$ cat src/fsst_pkg.sv
// ----------------------------------------------------------------------------
// fsst_pkg
// Shared types and codes for the first seen source table.
// ----------------------------------------------------------------------------
package fsst_pkg;

    localparam int HASH_W = 256;
    localparam int WORD_W = 64;
    localparam int STAMP_W = 32;
    localparam int KIND_W = 2;

    localparam logic OP_REGISTER = 1'b0;
    localparam logic OP_QUERY = 1'b1;

    localparam logic [KIND_W-1:0] KIND_UNKNOWN = 2'd0;
    localparam logic [KIND_W-1:0] KIND_TX = 2'd1;
    localparam logic [KIND_W-1:0] KIND_BLOCK = 2'd2;
    localparam logic [KIND_W-1:0] KIND_OTHER = 2'd3;

    typedef enum logic [1:0] {
        ST_IDLE,
        ST_SCAN,
        ST_DONE
    } t_state;

    typedef struct packed {
        logic [HASH_W-1:0]  hash;
        logic [WORD_W-1:0]  addr_high;
        logic [WORD_W-1:0]  addr_low;
        logic               ipv4;
        logic [STAMP_W-1:0] stamp;
    } t_entry;

    typedef struct packed {
        logic               accepted;
        logic               inserted;
        logic               found;
        logic [WORD_W-1:0]  addr_high;
        logic [WORD_W-1:0]  addr_low;
        logic               ipv4;
        logic [STAMP_W-1:0] stamp;
    } t_result;

endpackage

$ cat src/fsst_filter.sv
// ----------------------------------------------------------------------------
// fsst_filter
// Message type and public address filter for register items.
// ----------------------------------------------------------------------------
module fsst_filter (
    input  logic        i_op,
    input  logic [1:0]  i_msg_kind,
    input  logic [63:0] i_peer_addr_high,
    input  logic [63:0] i_peer_addr_low,
    input  logic        i_peer_is_ipv4,
    output logic        o_pass
);
    logic [7:0] b0;
    logic [7:0] b1;
    logic       v4_private;
    logic       v6_private;
    logic       addr_public;

    assign b0 = i_peer_addr_low[31:24];
    assign b1 = i_peer_addr_low[23:16];

    always_comb begin
        v4_private = (b0 == 8'd10)
                  || (b0 == 8'd172 && b1[7:4] == 4'h1)
                  || (b0 == 8'd192 && b1 == 8'd168)
                  || (b0 == 8'd198 && b1[7:1] == 7'd9)
                  || (b0 == 8'd169 && b1 == 8'd254)
                  || (b0 == 8'd100 && b1[7:6] == 2'b01);
        v6_private = (i_peer_addr_high[63:57] == 7'h7E)
                  || (i_peer_addr_high == 64'hFE80_0000_0000_0000);
        addr_public = i_peer_is_ipv4 ? !v4_private : !v6_private;
        o_pass = (i_op == fsst_pkg::OP_REGISTER)
              && (i_msg_kind != fsst_pkg::KIND_OTHER)
              && addr_public;
    end
endmodule

$ cat config.mk
export PLATFORM = sky130hd
export DESIGN_NAME = fsst_filter
export DESIGN_NICKNAME = d
export VERILOG_FILES = /design/src/fsst_pkg.sv /design/src/fsst_filter.sv
export SDC_FILE = /design/constraint.sdc
export NUM_CORES = 1
export LEC_CHECK = 0
export BUFFER_PORTS_ARGS = -buffer_cell sky130_fd_sc_hd__buf_2
export CORE_MARGIN = 3
export CORE_UTILIZATION = 16
export DETAILED_ROUTE_END_ITERATION = 12
export GPL_TIMING_DRIVEN = 0
export PLACE_DENSITY = 0.8
export SLEW_MARGIN = 20
export SYNTH_ARGS = -nofsm -noshare
export SYNTH_HDL_FRONTEND = slang
export SYNTH_SLANG_ARGS = --single-unit
$ cat constraint.sdc
create_clock -name vclk -period 1.5
set_input_delay 0.075 -clock vclk [all_inputs]
set_output_delay 0.075 -clock vclk [all_outputs]
set_load 0.03 [all_outputs]
==> reports/results.tsv, run 1 <==
metric	value	unit
drtPass1Iterations	4	
grt.busiest_layer	met2	
route.vias.total	815	
area.sequential	0	um^2
antenna_found_initial	0	
drt_drc_violations_left	0	
netlist_top_cells_area	sky130_fd_sc_hd__nor4_1, sky130_fd_sc_hd__nand4_1, sky130_fd_sc_hd__nor4bb_1	
worst_ir_drop_vdd	120	uV
floorplan.die.width	52.3	um
synth_nets	181	
maxSlewViolCount	0	
post_route_cells_drive_above_1_share	67.2	%
wl_per_cell	13.0	um
layout_commonest_cell	sky130_fd_sc_hd__buf_2	
clock_buffer_count	0	
synth_seq_area_share	0	%
unrepaired_setup_endpoints_after_global_routing	yes	
grt_overflow_total	0	
area_enclosed_by_the_die_boundary	2730	um^2
first_global_vias	716	
netlist.top_cell.by_area	sky130_fd_sc_hd__nor4_1	
layout_common_cells	sky130_fd_sc_hd__buf_2, sky130_fd_sc_hd__nor4_1, sky130_fd_sc_hd__buf_6	
setup_viol	1	
gpl.final_weighted_congestion	0.666	
syn_area_per_cell	7.00	um^2
placementRows	16	
initial_drc_count	15	
io_pins	133	
worst_slew_margin_rel	81.5	%
final_area	867	um^2
grt_use_total	13.0	%
grt.met1_usage	15.8	%
flow.area_growth_from_synthesis	153	%
worst-path-max-fanout	1	
sequential_cell_total	0	
synth_cell_type_count	21	
setup.worst_path.start_class	input pin	
outcome	finished, violations left	
failed_checks	setup timing	
hpwl	1.89	mm
synthDominantCellAreaShare	21.9	%
tns	-0.00398	ns
critPathKind	in -> out	
dpl-instance-area	802	um^2
pin_count_of_the_biggest_net_entering_global_routing	6	
post-route-min-period	1.50	ns
core-area	2000	um^2
timing.final.hold_violations	0	
fin_ws	-0.00398	ns
layout.nets	268	
tightestPinTransition	0.276	ns
p_per_area	207	nW/um^2
worst_ep_required_time	1.42	ns
chipHeight	52.3	um
floorplan.initialDensity	17.1	%
worst_hold_path_type	in -> out	
synth_area	343	um^2
power_leakage	0.428	nW
critical_path_arrival	1.43	ns
ant_nets	0	
groute.layer.met2.usage	24.8	%
timing.fmax	665	MHz
wire_length_of_the_first_global_routing_pass	2.84	mm
routed_wl	2.09	mm
finalCritPeriodShare	100	%
end_kind	output port	
post_drt_via_cell_ratio	5.06	
netlist_instances	49	
cap_viol_max_count	0	
antenna-diode-count	0	
portbufs	85	
global_route.usage.met3	1.14	%
yosysWarningCount	0	
[worst paths after layout]
check	startpoint	end	slack [ns]	cells past startpoint
max	i_peer_addr_high[44]	o_pass	-0.004	7
min	i_peer_addr_low[23]	o_pass	0.60	5
[synthesized netlist by cell type]
cell type and instances:
sky130_fd_sc_hd__nor4b_1 2, sky130_fd_sc_hd__nor4bb_1 3, sky130_fd_sc_hd__nor2b_1 2, sky130_fd_sc_hd__nand2_1 3, sky130_fd_sc_hd__and4b_1 2, sky130_fd_sc_hd__or4_1 1, sky130_fd_sc_hd__o22ai_1 2, sky130_fd_sc_hd__nor3b_1 1
sky130_fd_sc_hd__nand4_1 5, sky130_fd_sc_hd__nor2_1 3, sky130_fd_sc_hd__nor4_1 12, sky130_fd_sc_hd__o211ai_1 1, sky130_fd_sc_hd__a21oi_1 2, sky130_fd_sc_hd__o211a_1 1, sky130_fd_sc_hd__and4_1 1, sky130_fd_sc_hd__nor4_2 1
sky130_fd_sc_hd__nand3_1 2, sky130_fd_sc_hd__nor4_4 1, sky130_fd_sc_hd__a31oi_1 1, sky130_fd_sc_hd__and3_1 2, sky130_fd_sc_hd__nand3b_1 1
[critical path: stages]
cell and delay [ns]:
sky130_fd_sc_hd__buf_6 0.10, sky130_fd_sc_hd__nor4_4 0.25, sky130_fd_sc_hd__and4_1 0.21, sky130_fd_sc_hd__nand4_1 0.10, sky130_fd_sc_hd__or4_1 0.42, sky130_fd_sc_hd__o211a_1 0.14
sky130_fd_sc_hd__buf_6 0.14
[through the flow]
stage | power, W | std cells | worst slack [ns] | hold WS [ns] | util, %
after detailed placement | 0.000161 | 161 | -0.0368 | 0.630 | 40.1
after floorplan | 0.0000324 | 49 | 0.261 | 0.419 | -
after global routing | 0.000195 | 161 | -0.105 | 0.613 | 43.3
after global placement | 0.000154 | 161 | -0.0373 | 0.626 | 40.1
after CTS | 0.000175 | 161 | 0.000739 | 0.599 | 42.6
final | 0.000179 | 161 | -0.00398 | 0.597 | 43.3
[final cells by class]
type               count  area, um^2
repair buffers        85         463
well taps             27        33.8
fillers              209        1130
multi-input cells     49         370
[power by group]
group          internal, W  switching (W)
Combinational     0.000110      0.0000698
Sequential               0              0
Clock                    0              0
Total             0.000110      0.0000698
[cell families after synthesis]
logic type / count (synthesis) / synth area share [%]
simple gates: 42 / 86.5
compound gates: 7 / 13.5
[per-layer routing]
metal | part of all wire [%] | up-vias | wire length [um]
met5 | 0 | - | 0
met4 | 0.67 | 0 | 14
met3 | 8.8 | 2 | 183
met2 | 56 | 48 | 1160
met1 | 35 | 372 | 725
li1 | - | 393 | -
[what timing repair did]
item | 4_1_cts | 5_1_grt
endpoints found under the setup margin | 1 | 1
pin swaps | 1 | 1
buffers inserted | 0 | 0
hold buffers | 0 | 0
gates resized for setup | 9 | 2
No activity file was read; power rests on OpenSTA's default activity.
==> inputs of run 2 (changes only) <==
ABC_AREA = 1   (was default)
CORE_UTILIZATION = 23   (was 16)
PLACE_DENSITY = 0.83   (was 0.8)
==> run 2 against run 1 <==
Effect of this change: the run now ends clean; non-clock buffer count unchanged; design area up 14%; clock-buffer cell count unchanged; sequential share of layout area unchanged; critical path type unchanged; largest cell class is now multi-input gates; highest routed layer is now met3.
==> reports/results.tsv, run 2 <==
metric	value	unit
dpl-instance-area	991	um^2
worst_ir_drop_vdd	102	uV
clock_buffer_count	0	
synthDominantCellAreaShare	40.9	%
area_enclosed_by_the_die_boundary	2930	um^2
yosys.cell_count.top_type	sky130_fd_sc_hd__nor2_1	
worst_hold_path_type	in -> out	
synth_adder_area_share	0	%
layout_common_cells	sky130_fd_sc_hd__buf_2, sky130_fd_sc_hd__nor2_1, sky130_fd_sc_hd__nand2_1	
area.sequential	0	um^2
tightestPinTransition	0.230	ns
floorplan.initialDensity	25.5	%
p_per_area	183	nW/um^2
synth_nets	270	
critical_path.slowest_cell	sky130_fd_sc_hd__buf_2	
grt_use_total	11.2	%
setup.worst_path.start_class	input pin	
wl_per_cell	7.68	um
chipHeight	54.1	um
layout_commonest_cell	sky130_fd_sc_hd__buf_2	
floorplan.die.width	54.1	um
cts.repair_timing.setup_buffer_count	0	
io_pins	133	
finalCritPeriodShare	71.7	%
setup_viol	0	
critical_path.most_common_cell	sky130_fd_sc_hd__nand2_1	
placementRows	16	
critPathKind	in -> out	
synth_xor_xnor_area_share	0	%
synth_top_cells_by_count	sky130_fd_sc_hd__nor2_1, sky130_fd_sc_hd__nand2_1, sky130_fd_sc_hd__inv_1, sky130_fd_sc_hd__nand3_1	
synth_top_family_by_area	simple AND/OR/NAND/NOR gates	
outcome	completed	
min_delay_worst_endpoint	o_pass	
layoutNonFillerInstCount	250	
antenna-diode-count	0	
route.vias.total	1018	
core-area	2080	um^2
post-route-min-period	1.08	ns
yosysWarningCount	0	
post_cts.resized_instances	0	
worst-path-max-fanout	2	
layout.nets	357	
routed_wl	1.92	mm
wire_length_of_the_first_global_routing_pass	2.64	mm
power_leakage	0.631	nW
netlist_instances	138	
end_kind	output port	
post_drt_via_cell_ratio	4.07	
worst_ep_required_time	1.42	ns
maxSlewViolCount	0	
tns	0	ns
post-place-cells	250	
synth_seq_area_share	0	%
first_global_vias	783	
syn_area_per_cell	3.85	um^2
cts_hold_buf	0	
timing.fmax	930	MHz
finalCoreUtilization	47.6	%
unrepaired_setup_endpoints_after_global_routing	no	
crit_path_cell_trace	buf_2, inv_1, nand2_1, nor2_1, nand3_1, nand2_1, nand2_1, nand3_1, nand2_1, inv_1, nor2_1, buf_2	
critical_path_arrival	1.00	ns
post_route_cells_drive_above_1_share	38.1	%
ant_nets	0	
pin_count_of_the_biggest_net_entering_global_routing	5	
synth_cell_type_count	9	
flow.area_growth_from_synthesis	86.4	%
grt_overflow_total	0	
hold_path_cells	5	
worst_hold_launch	i_op	
synth_compound_gate_area_share	0.941	%
synth_simple_gate_area_share	86.4	%
synth_area	532	um^2
finalHoldWorstSlack	0.520	ns
sequential_cell_total	0	
initial_drc_count	14	
drt_drc_violations_left	0	
hpwl	1.85	mm
worst_slew_margin_rel	84.5	%
worst_path_largest_cell_delay	0.17	ns
final_area	991	um^2
portbufs	85	
netlist.top_cell.by_area	sky130_fd_sc_hd__nor2_1	
netlist_top_cells_area	sky130_fd_sc_hd__nor2_1, sky130_fd_sc_hd__nand2_1, sky130_fd_sc_hd__inv_1	
drtPass1Iterations	4	
antenna_found_initial	0	
gpl.final_weighted_congestion	0.709	
cap_viol_max_count	0	
yosys-mux-area-fraction	0	%
timing.final.hold_violations	0	
-- run 2: cell families after synthesis --
group,count (synthesis)
AND/OR/NAND/NOR,119
buffers and inverters,18
AO/OA/AOI/OAI,1
-- run 2: worst max-delay path by stage --
| stage | end | from | slack, ns | cells past startpoint |
|---|---|---|---|---|
| CTS | o_pass | i_peer_addr_high[11] | 0.40 | 12 |
| floorplan | o_pass | i_peer_addr_low[28] | 0.49 | 10 |
| global placement | o_pass | i_peer_addr_high[11] | 0.42 | 12 |
| global route | o_pass | i_peer_addr_high[27] | 0.23 | 12 |
| detailed placement | o_pass | i_peer_addr_high[11] | 0.41 | 12 |
| finish | o_pass | i_peer_addr_low[28] | 0.42 | 12 |
-- run 2: final cells by class --
cell class	instances	area, um^2
Fill cell	240	1090
Multi-Input combinational cell	120	464
Timing Repair Buffer	85	425
Inverter	18	67.6
Tap cell	27	33.8
-- run 2: critical path, delay by kind of cell --
family | cells | cell delay, ns
buf+inv | 4 | 0.36
simple gates | 8 | 0.56
-- run 2: report_power, final --
| group | leakage (nW) | switching, W | total [W] | internal, W |
|---|---|---|---|---|
| sequential | 0 | 0 | 0 | 0 |
| combinational | 0.631 | 0.0000782 | 0.000182 | 0.000104 |
| clock | 0 | 0 | 0 | 0 |
-- run 2: metal layers --
| metal | share of wire (%) | GRT usage (%) |
|---|---|---|
| met3 | 8.5 | 0.554 |
| met4 | 0 | 0 |
| met1 | 38 | 14.1 |
| met2 | 53 | 21.8 |
| met5 | 0 | 0 |
-- run 2: metrics by stage --
step	setup WS (ns)	power [W]
6_report	0.425	0.000182
5_1_grt	0.227	0.000208
4_1_cts	0.398	0.000184
3_5_place_dp	0.405	0.000183
3_3_place_gp	0.421	0.000180
2_1_floorplan	0.486	0.0000604
==> inputs of run 3 (changes only) <==
clock period = 1.1 ns   (was 1.5 ns; I/O delays follow)
==> run 3 against run 2 <==
Effect of this change: non-clock buffer count grew 1; sequential share of layout area unchanged; wire length up 5.5%; worst setup slack got worse by 0.37 ns; via count rose by 0.69%; combinational power is 52% higher; clock-buffer cell count stayed put; core utilization up 3.5 points; highest routed layer unchanged.
==> reports/results.tsv, run 3 (synthesis results as in run 2) <==
metric	value	unit
flow.area_growth_from_synthesis	100	%
floorplan.initialDensity	25.5	%
area_enclosed_by_the_die_boundary	2930	um^2
area_of_combinational_cells_with_multiple_inputs	502	um^2
core-area	2080	um^2
layoutNonFillerInstCount	251	
p_int	0.000158	W
post-place-ws	0.0455	ns
io_pins	133	
ant_nets	0	
fillCellCount	231	
cap_viol_max_count	0	
drt_drc_violations_left	0	
power.switching	0.000119	W
cell_family_with_most_cp_delay	simple AND/OR/NAND/NOR gates	
unrepaired_setup_endpoints_after_global_routing	yes	
power_leakage	0.644	nW
cts_hold_buf	0	
maxSlewViolCount	0	
routed_wl	2.03	mm
finalCritPeriodShare	95.1	%
antenna-diode-count	0	
portbufs	85	
post_route_cells_drive_above_1_share	43.8	%
p_clk_share	0	%
post_drt_via_cell_ratio	4.08	
min_delay_worst_endpoint	o_pass	
critical_path.slowest_cell	sky130_fd_sc_hd__buf_4	
layout_commonest_cell	sky130_fd_sc_hd__buf_2	
worst_hold_launch	i_op	
tightestPinTransition	0.229	ns
grt_use_total	11.2	%
worst_ep_required_time	1.04	ns
critical_path.most_common_cell	sky130_fd_sc_hd__nand2_1	
post-place-cells	250	
placementRows	16	
pin_count_of_the_biggest_net_entering_global_routing	5	
worst-path-max-fanout	1	
crit_path_cell_trace	buf_6, nor2_2, nand2_2, nor2_2, nand2_1, nor2_1, nand2_1, nand2_1, nand2_1, nand2_1, nor2_1, buf_4	
floorplan.die.width	54.1	um
drtPass1Iterations	4	
sequential_cell_total	0	
p_per_area	260	nW/um^2
post-route-min-period	1.05	ns
area.sequential	0	um^2
wl_per_cell	8.08	um
outcome	completed	
layout_common_cells	sky130_fd_sc_hd__buf_2, sky130_fd_sc_hd__nand2_1, sky130_fd_sc_hd__nor2_1	
critical_path_arrival	0.99	ns
hpwl	1.85	mm
clock_buffer_count	0	
worst_ir_drop_vdd	161	uV
worst_path_largest_cell_delay	0.16	ns
hold_path_cells	5	
timing.final.hold_violations	0	
setup_viol	0	
power.combinational.fraction	100.0	%
worst_hold_path_type	in -> out	
timing.fmax	956	MHz
setup.worst_path.start_class	input pin	
gpl.final_weighted_congestion	0.709	
layout.nets	358	
end_kind	output port	
portion_of_total_power_attributed_to_sequential_cells	0	%
antenna_found_initial	0	
fin_ws	0.0539	ns
wire_length_of_the_first_global_routing_pass	2.64	mm
chipHeight	54.1	um
grt_overflow_total	0	
initial_drc_count	12	
sw_frac_of_total	42.8	%
critPathKind	in -> out	
first_global_vias	783	
cp_num_buf_inv	2	
overall_power_after_layout	0.000277	W
worst_slew_margin_rel	84.6	%
route.vias.total	1025	
==> run 3: changes by cell type in the layout (fill, tap and decap cells not counted), moves of 2 or more <==
cell / previous run / this run
sky130_fd_sc_hd__nor2_4: 0 / 2
sky130_fd_sc_hd__nand2_1: 54 / 52
sky130_fd_sc_hd__buf_6: 0 / 4
sky130_fd_sc_hd__buf_4: 0 / 2
sky130_fd_sc_hd__buf_2: 85 / 80
sky130_fd_sc_hd__nor2_2: 0 / 7
sky130_fd_sc_hd__nand2_2: 0 / 2
sky130_fd_sc_hd__nor2_1: 58 / 49
==> run 3: cell type report <==
type,count,area share (%)
inverter,18,6.35
multi-input combinational,120,47.2
tap,27,3.18
timing repair buffer,86,43.3
==> run 3: repair_timing <==
action / 4_1_cts / 5_1_grt
resized for setup: 0 / 20
endpoints found under the setup margin: 0 / 1
setup buffers: 0 / 1
==> run 3: worst max path at each step <==
| stage | from | end | slack (ns) | cells past startpoint |
|---|---|---|---|---|
| after floorplan | i_peer_addr_low[28] | o_pass | 0.13 | 10 |
| after global placement | i_peer_addr_high[11] | o_pass | 0.06 | 12 |
| after detailed placement | i_peer_addr_high[11] | o_pass | 0.05 | 12 |
| after CTS | i_peer_addr_high[11] | o_pass | 0.04 | 12 |
| after global routing | i_peer_addr_low[28] | o_pass | -0.08 | 12 |
| final | i_peer_addr_high[25] | o_pass | 0.05 | 12 |
==> run 3: routing by layer <==
layer / wire (um) / global-route usage, % / vias up
met5: 0 / 0 / -
met4: 0 / 0 / 0
met3: 174 / 0.554 / 0
met2: 1110 / 21.8 / 42
met1: 741 / 14.1 / 406
li1: - / - / 577
==> run 3: power groups by stage <==
stage	logic (W)	clock network, W	registers [W]
final	0.000277	0	0
after CTS	0.000250	0	0
after detailed placement	0.000249	0	0
after global placement	0.000245	0	0
after global routing	0.000313	0	0
after floorplan	0.0000824	0	0
==> run 3: metrics by stage <==
step                      area (um^2)  utilization (%)  setup TNS, ns  hold slack [ns]
after floorplan                   532                -              0            0.297
final                            1060             51.1              0            0.476
after global routing             1060             51.1        -0.0784            0.501
after global placement            991             47.6              0            0.469
after detailed placement          991             47.6              0            0.481
after CTS                         991             47.6              0            0.483
