$ cat src/fsst_pkg.sv
// ----------------------------------------------------------------------------
// fsst_pkg
// Shared types and codes for the first seen source table.
// ----------------------------------------------------------------------------
package fsst_pkg;

    localparam int HASH_W = 256;
    localparam int WORD_W = 64;
    localparam int STAMP_W = 32;
    localparam int KIND_W = 2;

    localparam logic OP_REGISTER = 1'b0;
    localparam logic OP_QUERY = 1'b1;

    localparam logic [KIND_W-1:0] KIND_UNKNOWN = 2'd0;
    localparam logic [KIND_W-1:0] KIND_TX = 2'd1;
    localparam logic [KIND_W-1:0] KIND_BLOCK = 2'd2;
    localparam logic [KIND_W-1:0] KIND_OTHER = 2'd3;

    typedef enum logic [1:0] {
        ST_IDLE,
        ST_SCAN,
        ST_DONE
    } t_state;

    typedef struct packed {
        logic [HASH_W-1:0]  hash;
        logic [WORD_W-1:0]  addr_high;
        logic [WORD_W-1:0]  addr_low;
        logic               ipv4;
        logic [STAMP_W-1:0] stamp;
    } t_entry;

    typedef struct packed {
        logic               accepted;
        logic               inserted;
        logic               found;
        logic [WORD_W-1:0]  addr_high;
        logic [WORD_W-1:0]  addr_low;
        logic               ipv4;
        logic [STAMP_W-1:0] stamp;
    } t_result;

endpackage

$ cat src/fsst_if.sv
// ----------------------------------------------------------------------------
// fsst_if
// Item channels of the first seen source table: request and result.
// ----------------------------------------------------------------------------
interface fsst_in_if;
    logic        valid;
    logic        ready;
    logic        op;
    logic [63:0] hash_word0;
    logic [63:0] hash_word1;
    logic [63:0] hash_word2;
    logic [63:0] hash_word3;
    logic [63:0] peer_addr_high;
    logic [63:0] peer_addr_low;
    logic        peer_is_ipv4;
    logic [1:0]  msg_kind;
    logic [31:0] now_seconds;

    modport source (
        output valid, op, hash_word0, hash_word1, hash_word2, hash_word3,
               peer_addr_high, peer_addr_low, peer_is_ipv4, msg_kind, now_seconds,
        input  ready
    );
    modport sink (
        input  valid, op, hash_word0, hash_word1, hash_word2, hash_word3,
               peer_addr_high, peer_addr_low, peer_is_ipv4, msg_kind, now_seconds,
        output ready
    );
endinterface

interface fsst_out_if;
    logic        valid;
    logic        ready;
    logic        accepted;
    logic        inserted;
    logic        found;
    logic [63:0] src_addr_high;
    logic [63:0] src_addr_low;
    logic        src_is_ipv4;
    logic [31:0] first_seen_time;

    modport source (
        output valid, accepted, inserted, found, src_addr_high, src_addr_low,
               src_is_ipv4, first_seen_time,
        input  ready
    );
    modport sink (
        input  valid, accepted, inserted, found, src_addr_high, src_addr_low,
               src_is_ipv4, first_seen_time,
        output ready
    );
endinterface

$ cat src/fsst_scan.sv
// ----------------------------------------------------------------------------
// fsst_scan
// Sequencer: linear search over filled entries, ring insert, result register.
// ----------------------------------------------------------------------------
module fsst_scan #(
    parameter int TABLE_DEPTH = 256,
    localparam int AW = $clog2(TABLE_DEPTH),
    localparam int CW = $clog2(TABLE_DEPTH + 1)
) (
    input  logic             i_clk,
    input  logic             i_rst_n,
    fsst_in_if.sink          i_item,
    fsst_out_if.source       o_result,
    input  logic             i_pass,
    output logic             o_rd_en,
    output logic [AW-1:0]    o_rd_addr,
    input  fsst_pkg::t_entry i_rd_data,
    output logic             o_wr_en,
    output logic [AW-1:0]    o_wr_addr,
    output fsst_pkg::t_entry o_wr_data
);
    fsst_pkg::t_state  r_state;
    fsst_pkg::t_state  n_state;
    logic [CW-1:0]     r_idx;
    logic              r_pend;
    logic [CW-1:0]     r_fill;
    logic [AW-1:0]     r_slot;
    logic              r_pass;
    fsst_pkg::t_entry  r_key;
    fsst_pkg::t_result r_hold;
    fsst_pkg::t_result r_out;
    logic              r_out_valid;

    logic accept;
    logic hit;
    logic more;
    logic issue;
    logic scan_end;
    logic ins;
    logic out_free;
    logic load_out;

    always_comb begin
        hit      = r_pend && (i_rd_data.hash == r_key.hash);
        more     = (r_idx != r_fill);
        issue    = (r_state == fsst_pkg::ST_SCAN) && more && !hit;
        scan_end = (r_state == fsst_pkg::ST_SCAN) && (hit || !more);
        ins      = scan_end && !hit && r_pass;
        out_free = !r_out_valid || o_result.ready;
        load_out = (r_state == fsst_pkg::ST_DONE) && out_free;
        accept   = i_item.valid && i_item.ready;
    end

    always_comb begin
        n_state = r_state;
        unique case (r_state)
            fsst_pkg::ST_IDLE: begin
                if (accept) n_state = fsst_pkg::ST_SCAN;
            end
            fsst_pkg::ST_SCAN: begin
                if (scan_end) n_state = fsst_pkg::ST_DONE;
            end
            fsst_pkg::ST_DONE: begin
                if (out_free) n_state = fsst_pkg::ST_IDLE;
            end
            default: n_state = fsst_pkg::ST_IDLE;
        endcase
    end

    always_comb begin
        i_item.ready = (r_state == fsst_pkg::ST_IDLE);
        o_rd_en      = issue;
        o_rd_addr    = r_idx[AW-1:0];
        o_wr_en      = ins;
        o_wr_addr    = r_slot;
        o_wr_data    = r_key;
    end

    // control
    always_ff @(posedge i_clk) begin
        if (!i_rst_n) begin
            r_state     <= fsst_pkg::ST_IDLE;
            r_idx       <= '0;
            r_pend      <= 1'b0;
            r_fill      <= '0;
            r_slot      <= '0;
            r_out_valid <= 1'b0;
        end else begin
            r_state <= n_state;
            if (accept) begin
                r_idx  <= '0;
                r_pend <= 1'b0;
            end else begin
                r_pend <= issue;
                if (issue) r_idx <= r_idx + CW'(1);
            end
            if (ins) begin
                r_slot <= (r_slot == AW'(TABLE_DEPTH - 1)) ? '0 : r_slot + AW'(1);
                if (r_fill != CW'(TABLE_DEPTH)) r_fill <= r_fill + CW'(1);
            end
            if (load_out) begin
                r_out_valid <= 1'b1;
            end else if (o_result.ready) begin
                r_out_valid <= 1'b0;
            end
        end
    end

    // payload
    always_ff @(posedge i_clk) begin
        if (accept) begin
            r_pass          <= i_pass;
            r_key.hash      <= {i_item.hash_word3, i_item.hash_word2,
                                i_item.hash_word1, i_item.hash_word0};
            r_key.addr_high <= i_item.peer_is_ipv4 ? 64'd0 : i_item.peer_addr_high;
            r_key.addr_low  <= i_item.peer_is_ipv4 ? {32'd0, i_item.peer_addr_low[31:0]}
                                                   : i_item.peer_addr_low;
            r_key.ipv4      <= i_item.peer_is_ipv4;
            r_key.stamp     <= i_item.now_seconds;
        end
        if (scan_end) begin
            r_hold.accepted  <= r_pass;
            r_hold.inserted  <= ins;
            r_hold.found     <= hit;
            r_hold.addr_high <= hit ? i_rd_data.addr_high : 64'd0;
            r_hold.addr_low  <= hit ? i_rd_data.addr_low : 64'd0;
            r_hold.ipv4      <= hit && i_rd_data.ipv4;
            r_hold.stamp     <= hit ? i_rd_data.stamp : 32'd0;
        end
        if (load_out) begin
            r_out <= r_hold;
        end
    end

    assign o_result.valid           = r_out_valid;
    assign o_result.accepted        = r_out.accepted;
    assign o_result.inserted        = r_out.inserted;
    assign o_result.found           = r_out.found;
    assign o_result.src_addr_high   = r_out.addr_high;
    assign o_result.src_addr_low    = r_out.addr_low;
    assign o_result.src_is_ipv4     = r_out.ipv4;
    assign o_result.first_seen_time = r_out.stamp;
endmodule

$ cat src/flat_wrapper.sv
// flat-port wrapper written by rule: the top's interface ports become plain ports
module fsst_scan_flat 
#(
    parameter int TABLE_DEPTH = 256,
    localparam int AW = $clog2(TABLE_DEPTH),
    localparam int CW = $clog2(TABLE_DEPTH + 1)
)
  (i_clk, i_rst_n, i_pass, o_rd_en, o_rd_addr, i_rd_data, o_wr_en, o_wr_addr, o_wr_data, i_item_valid, i_item_op, i_item_hash_word0, i_item_hash_word1, i_item_hash_word2, i_item_hash_word3, i_item_peer_addr_high, i_item_peer_addr_low, i_item_peer_is_ipv4, i_item_msg_kind, i_item_now_seconds, i_item_ready, o_result_valid, o_result_accepted, o_result_inserted, o_result_found, o_result_src_addr_high, o_result_src_addr_low, o_result_src_is_ipv4, o_result_first_seen_time, o_result_ready);
  fsst_in_if i_item_i ();
  fsst_out_if o_result_i ();
  input  logic i_clk;
  input  logic i_rst_n;
  input  logic i_pass;
  output logic o_rd_en;
  output logic [AW-1:0] o_rd_addr;
  input  fsst_pkg::t_entry i_rd_data;
  output logic o_wr_en;
  output logic [AW-1:0] o_wr_addr;
  output fsst_pkg::t_entry o_wr_data;
  input wire logic [$bits(i_item_i.valid)-1:0] i_item_valid;
  input wire logic [$bits(i_item_i.op)-1:0] i_item_op;
  input wire logic [$bits(i_item_i.hash_word0)-1:0] i_item_hash_word0;
  input wire logic [$bits(i_item_i.hash_word1)-1:0] i_item_hash_word1;
  input wire logic [$bits(i_item_i.hash_word2)-1:0] i_item_hash_word2;
  input wire logic [$bits(i_item_i.hash_word3)-1:0] i_item_hash_word3;
  input wire logic [$bits(i_item_i.peer_addr_high)-1:0] i_item_peer_addr_high;
  input wire logic [$bits(i_item_i.peer_addr_low)-1:0] i_item_peer_addr_low;
  input wire logic [$bits(i_item_i.peer_is_ipv4)-1:0] i_item_peer_is_ipv4;
  input wire logic [$bits(i_item_i.msg_kind)-1:0] i_item_msg_kind;
  input wire logic [$bits(i_item_i.now_seconds)-1:0] i_item_now_seconds;
  output wire logic [$bits(i_item_i.ready)-1:0] i_item_ready;
  output wire logic [$bits(o_result_i.valid)-1:0] o_result_valid;
  output wire logic [$bits(o_result_i.accepted)-1:0] o_result_accepted;
  output wire logic [$bits(o_result_i.inserted)-1:0] o_result_inserted;
  output wire logic [$bits(o_result_i.found)-1:0] o_result_found;
  output wire logic [$bits(o_result_i.src_addr_high)-1:0] o_result_src_addr_high;
  output wire logic [$bits(o_result_i.src_addr_low)-1:0] o_result_src_addr_low;
  output wire logic [$bits(o_result_i.src_is_ipv4)-1:0] o_result_src_is_ipv4;
  output wire logic [$bits(o_result_i.first_seen_time)-1:0] o_result_first_seen_time;
  input wire logic [$bits(o_result_i.ready)-1:0] o_result_ready;
  assign i_item_i.valid = i_item_valid;
  assign i_item_i.op = i_item_op;
  assign i_item_i.hash_word0 = i_item_hash_word0;
  assign i_item_i.hash_word1 = i_item_hash_word1;
  assign i_item_i.hash_word2 = i_item_hash_word2;
  assign i_item_i.hash_word3 = i_item_hash_word3;
  assign i_item_i.peer_addr_high = i_item_peer_addr_high;
  assign i_item_i.peer_addr_low = i_item_peer_addr_low;
  assign i_item_i.peer_is_ipv4 = i_item_peer_is_ipv4;
  assign i_item_i.msg_kind = i_item_msg_kind;
  assign i_item_i.now_seconds = i_item_now_seconds;
  assign i_item_ready = i_item_i.ready;
  assign o_result_valid = o_result_i.valid;
  assign o_result_accepted = o_result_i.accepted;
  assign o_result_inserted = o_result_i.inserted;
  assign o_result_found = o_result_i.found;
  assign o_result_src_addr_high = o_result_i.src_addr_high;
  assign o_result_src_addr_low = o_result_i.src_addr_low;
  assign o_result_src_is_ipv4 = o_result_i.src_is_ipv4;
  assign o_result_first_seen_time = o_result_i.first_seen_time;
  assign o_result_i.ready = o_result_ready;
  fsst_scan #(.TABLE_DEPTH(TABLE_DEPTH)) u_core (.i_clk(i_clk), .i_rst_n(i_rst_n), .i_item(i_item_i), .o_result(o_result_i), .i_pass(i_pass), .o_rd_en(o_rd_en), .o_rd_addr(o_rd_addr), .i_rd_data(i_rd_data), .o_wr_en(o_wr_en), .o_wr_addr(o_wr_addr), .o_wr_data(o_wr_data));
endmodule
$ cat config.mk
export PLATFORM = sky130hd
export DESIGN_NAME = fsst_scan_flat
export DESIGN_NICKNAME = d
export VERILOG_FILES = /design/src/fsst_pkg.sv /design/src/fsst_if.sv /design/src/fsst_scan.sv /design/src/flat_wrapper.sv
export SDC_FILE = /design/constraint.sdc
export NUM_CORES = 1
export LEC_CHECK = 0
export ABC_CLOCK_PERIOD_IN_PS = 18600
export BUFFER_PORTS_ARGS = -buffer_cell sky130_fd_sc_hd__buf_2
export CAP_MARGIN = 20
export CELL_PAD_IN_SITES_DETAIL_PLACEMENT = 2
export CELL_PAD_IN_SITES_GLOBAL_PLACEMENT = 2
export CORE_AREA = 10 10 559 561
export CTS_CLUSTER_DIAMETER = 150
export CTS_CLUSTER_SIZE = 28
export DETAILED_ROUTE_END_ITERATION = 8
export DIE_AREA = 0 0 569 571
export PLACE_DENSITY = 0.42
export SYNTH_ARGS = -nofsm -noshare
export SYNTH_HDL_FRONTEND = slang
export SYNTH_SLANG_ARGS = --single-unit
$ cat constraint.sdc
create_clock -name i_clk -period 18.6 [get_ports i_clk]
set_clock_uncertainty 0.2 [all_clocks]
set_input_delay 1.86 -clock i_clk [delete_from_list [all_inputs] [get_ports i_clk]]
set_output_delay 1.86 -clock i_clk [all_outputs]
set_load 0.005 [all_outputs]
==> flow_summary_export.csv <==
group,metric,value,unit
worst_setup_path,cp_data_required_time,16.54,ns
hold_path,hold-path-cell-count,0,
synth,synth.ff_latch_count,776,
synth,yosys_most_used_dff,"sky130_fd_sc_hd__edfxtp_1",
worst_setup_path,worstReg2RegEnd,"u_core.r_hold[27]",
route,drt_iter0_drc,1663,
timing,final.setup.tns,0,ns
global_route,largest_net_degree_at_the_start_of_global_routing,78,
floorplanning,floorplan.initialDensity,9.714,%
place,gp_congestion,0.9493,
global_route,first_global_vias,23605,
run_status,status,"complete, no violations",
hold_path,hold_path_startpoint,"u_core.r_hold[27]",
synth,yosys_warnings,0,
power,power-per-cell-area,86.54,mW/mm²
worst_setup_path,critical_path_top_delay_cell,"sky130_fd_sc_hd__a2111oi_2",
timing,setup_viol,0,
clocking,cts_made_buffers,39,
synth,ys_types,53,
route,ant_nets,0,
global_route,grt_usage,13.60,%
global_route,met2_usage,22.72,%
timing,drv_slew,0,
global_route,number_of_antenna_violations_at_the_first_check_in_global_routing,224,
final_layout,final_core_util,14.22,%
synth,mappedNetlistNets,2581,
clocking,post-cts-setup-buffer-count,0,
final_layout,layout.nets,4039,
run,max-cap-violations,0,
synth,synth_top_cell_area_share,76.48,%
timing,post-route-period-util,42.30,%
synth,synthDominantAreaCellType,"sky130_fd_sc_hd__edfxtp_1",
worst_setup_path,worstSetupEndpointType,"primary output",
worst_setup_path,critical_path.max_stage_delay,0.88,ns
worst_setup_path,start_kind,"input pin",
floorplanning,num_io_pins,1443,
clocking,cts.path.max_buffers,3,
final_layout,layout_commonest_cell,"sky130_fd_sc_hd__buf_2",
clocking,clock_slew_seen_by_the_registers_of_the_worst_setup_and_hold_paths,0.11,ns
synth,synth.area.top_cells,"sky130_fd_sc_hd__edfxtp_1 76%, sky130_fd_sc_hd__nor2b_1 4.0%, sky130_fd_sc_hd__and2_1 3.5%",
floorplanning,core.rowCount,202,
global_route,globalRoute.totalOverflow,0,
hold_path,type_of_the_worst_min_delay_path,"reg2reg",
floorplanning,die_y,571,µm
route,via_per_inst,3.123,
final_layout,syn_to_final_growth,46.37,%
route,drt-total-wl,233.5,mm
clocking,cts.sink_count,776,
route,detailedRoute.firstPassIterationCount,5,
power,worst_ir_drop_vdd,0.06513,mV
timing,rsz0062_at_grt,"false",
floorplanning,die_w,569,µm
worst_setup_path,worstReg2RegStart,"u_core.o_wr_data[176]",
synth,postSynthAreaPerCell,16.88,µm²
route,drc,0,
timing,maxSlewHeadroom,18.25,%
route,wl_per_cell,32.23,µm
synth,postSynthCellCount,1735,
clocking,root_cell_of_the_clock_tree,"sky130_fd_sc_hd__clkbuf_16",
worst_setup_path,reg2reg_slack,11.62,ns
power,static-leakage-power,16.18,nW
synth,syn_area,0.02929,mm²
clocking,htree_num_levels,2,
clocking,post_cts_resize_count,0,
global_route,grtUsageMet3,6.766,%
place,io_buffers,1439,
floorplanning,floorplan.core_area,0.3015,mm²
place,detailedPlacementHpwl,205.3,mm
timing,worstMarginPinSlew,1.195,ns
timing,fmax,0.1271,GHz
synth,edff_count_synth,746,
global_route,grt.busiest_layer,"met2",
timing,number_of_hold_violations_in_the_final_report,0,
final_layout,layout_common_cells,"1438 x sky130_fd_sc_hd__buf_2, 746 x sky130_fd_sc_hd__edfxtp_1, 188 x sky130_fd_sc_hd__nor2b_1",
clocking,clk_latency,0.75,ns
final_layout,drive_gt1_share,47.66,%
global_route,grt_util_met1,16.09,%
hold_path,min_to,"u_core.o_result.first_seen_time[27]",
worst_setup_path,r2r.worst_path.cells,11,
global_route,global_route_wire_length_before_repair,287.2,mm
worst_setup_path,crit_path_frequent_cell,"sky130_fd_sc_hd__buf_2",
worst_setup_path,crit_path_cell_trace,"buf_2, nor2b_1, a2111oi_2, nand4_1, nor4_1, nand2_1, nor4_4, buf_4, nor2_1, buf_2",
worst_setup_path,critPathKind,"in2out",
synth,ys_seq_area_share,78.53,%
clocking,cts.hold.buffers_added,0,
floorplanning,design.die.area,0.3249,mm²
route,detailroute.via_count,22625,
clocking,tritoncts,"done",
worst_setup_path,cp_max_fo,51,
synth,synth_async_sr_flop_share,0,%
worst_setup_path,worstPathArrival,5.81,ns
timing,final.min_clock_period,7.868,ns
[Yosys cell counts (8+ instances only)]
cell type and count:
sky130_fd_sc_hd__a2111oi_0 24, sky130_fd_sc_hd__a21oi_1 22, sky130_fd_sc_hd__and2_1 162, sky130_fd_sc_hd__buf_4 11, sky130_fd_sc_hd__clkbuf_1 20, sky130_fd_sc_hd__clkbuf_2 10
sky130_fd_sc_hd__dfxtp_1 30, sky130_fd_sc_hd__edfxtp_1 746, sky130_fd_sc_hd__inv_1 80, sky130_fd_sc_hd__nand2_1 23, sky130_fd_sc_hd__nand2b_1 47, sky130_fd_sc_hd__nand3_1 9
sky130_fd_sc_hd__nand4_1 39, sky130_fd_sc_hd__nor2_1 14, sky130_fd_sc_hd__nor2b_1 189, sky130_fd_sc_hd__nor3_1 8, sky130_fd_sc_hd__nor4_1 22, sky130_fd_sc_hd__o2111ai_1 10
sky130_fd_sc_hd__o22ai_1 22, sky130_fd_sc_hd__o31ai_1 8, sky130_fd_sc_hd__or3_1 11, sky130_fd_sc_hd__or4_1 16, sky130_fd_sc_hd__xnor2_1 93, sky130_fd_sc_hd__xor2_1 50
[report_power, final]
group	switching (mW)	internal [mW]	leakage [nW]
sequential	0.0815	2.02	7.51
combinational	0.311	0.160	8.07
clock	0.717	0.416	0.608
[worst max-delay path, delay by kind of cell]
kind | cells | cell delay, ns
buf+inv | 3 | 0.86
compound gates | 1 | 0.88
simple gates | 6 | 2.09
[cell type report]
type / count / area (µm²)
Antenna cell: 58 / 145.1
Clock buffer: 41 / 983.4
Clock inverter: 15 / 292.8
Fill cell: 34510 / 258700
Inverter: 80 / 307.8
Multi-Input combinational cell: 835 / 5794
Sequential cell: 776 / 23000
Tap cell: 3978 / 4977
Timing Repair Buffer: 1461 / 7367
[through the flow]
| step | worst slack (ns) | instances | instance area [µm²] | hold WS, ns | power [mW] |
|---|---|---|---|---|---|
| 3_3_place_gp | 9.916 | 7129 | 41440 | 0.2005 | 2.635 |
| 6_report | 10.73 | 7244 | 42870 | 0.1941 | 3.710 |
| 2_1_floorplan | 2.889 | 1735 | 29290 | 0.2003 | 2.263 |
| 3_5_place_dp | 9.824 | 7129 | 41440 | 0.2052 | 2.638 |
| 5_1_grt | 10.54 | 7202 | 42760 | 0.1941 | 3.868 |
| 4_1_cts | 10.50 | 7185 | 42720 | 0.1884 | 3.811 |
[flip-flops by register name (all words and copies together), names as in the netlist]
name                             count
u_core.r_state                       2
u_core.o_result.found                1
u_core.o_result.src_is_ipv4          1
u_core.o_wr_addr                     8
u_core.o_result.valid                1
u_core.o_result.src_addr_high       64
u_core.r_pend                        1
u_core.r_hold                      164
u_core.r_fill                        9
u_core.r_idx                         9
u_core.o_result.inserted             1
u_core.o_result.src_addr_low        64
u_core.o_result.first_seen_time     32
u_core.o_result.accepted             1
u_core.r_pass                        1
u_core.o_wr_data                   417
[routing by layer]
layer  up-vias  wire, µm
met3       333     26860
met2      1308    109900
li1       9393         -
met1     11463     92240
met5         -       828
met4       128      3662
[cell families (layout without fill, tap and decap cells)]
kind of cell / count (synthesis) / in the layout / share of synthesized area, %
muxes: 2 / 2 / 0.06835
and+or+nand+nor: 552 / 552 / 11.60
buffers and inverters: 124 / 1597 / 1.841
xor gates and xnor gates: 143 / 143 / 4.276
other: 0 / 58 / 0
DFF: 776 / 776 / 78.53
adders and majority gates: 4 / 4 / 0.1709
AOI/OAI and AO/OA: 134 / 134 / 3.507
[worst max-delay path by stage]
stage                    from           endpoint  slack, ns  cells after the start
2_1_floorplan    i_item_valid    u_core.r_idx[3]       2.89                      5
3_3_place_gp   i_rd_data[234]  u_core.r_hold[44]       9.92                     12
3_5_place_dp   i_rd_data[234]  u_core.r_hold[44]       9.82                     12
4_1_cts        i_rd_data[234]            o_wr_en      10.50                     10
5_1_grt        i_rd_data[356]            o_wr_en      10.54                     10
6_report       i_rd_data[356]            o_wr_en      10.73                     10
No activity file was read; power rests on OpenSTA's default activity.
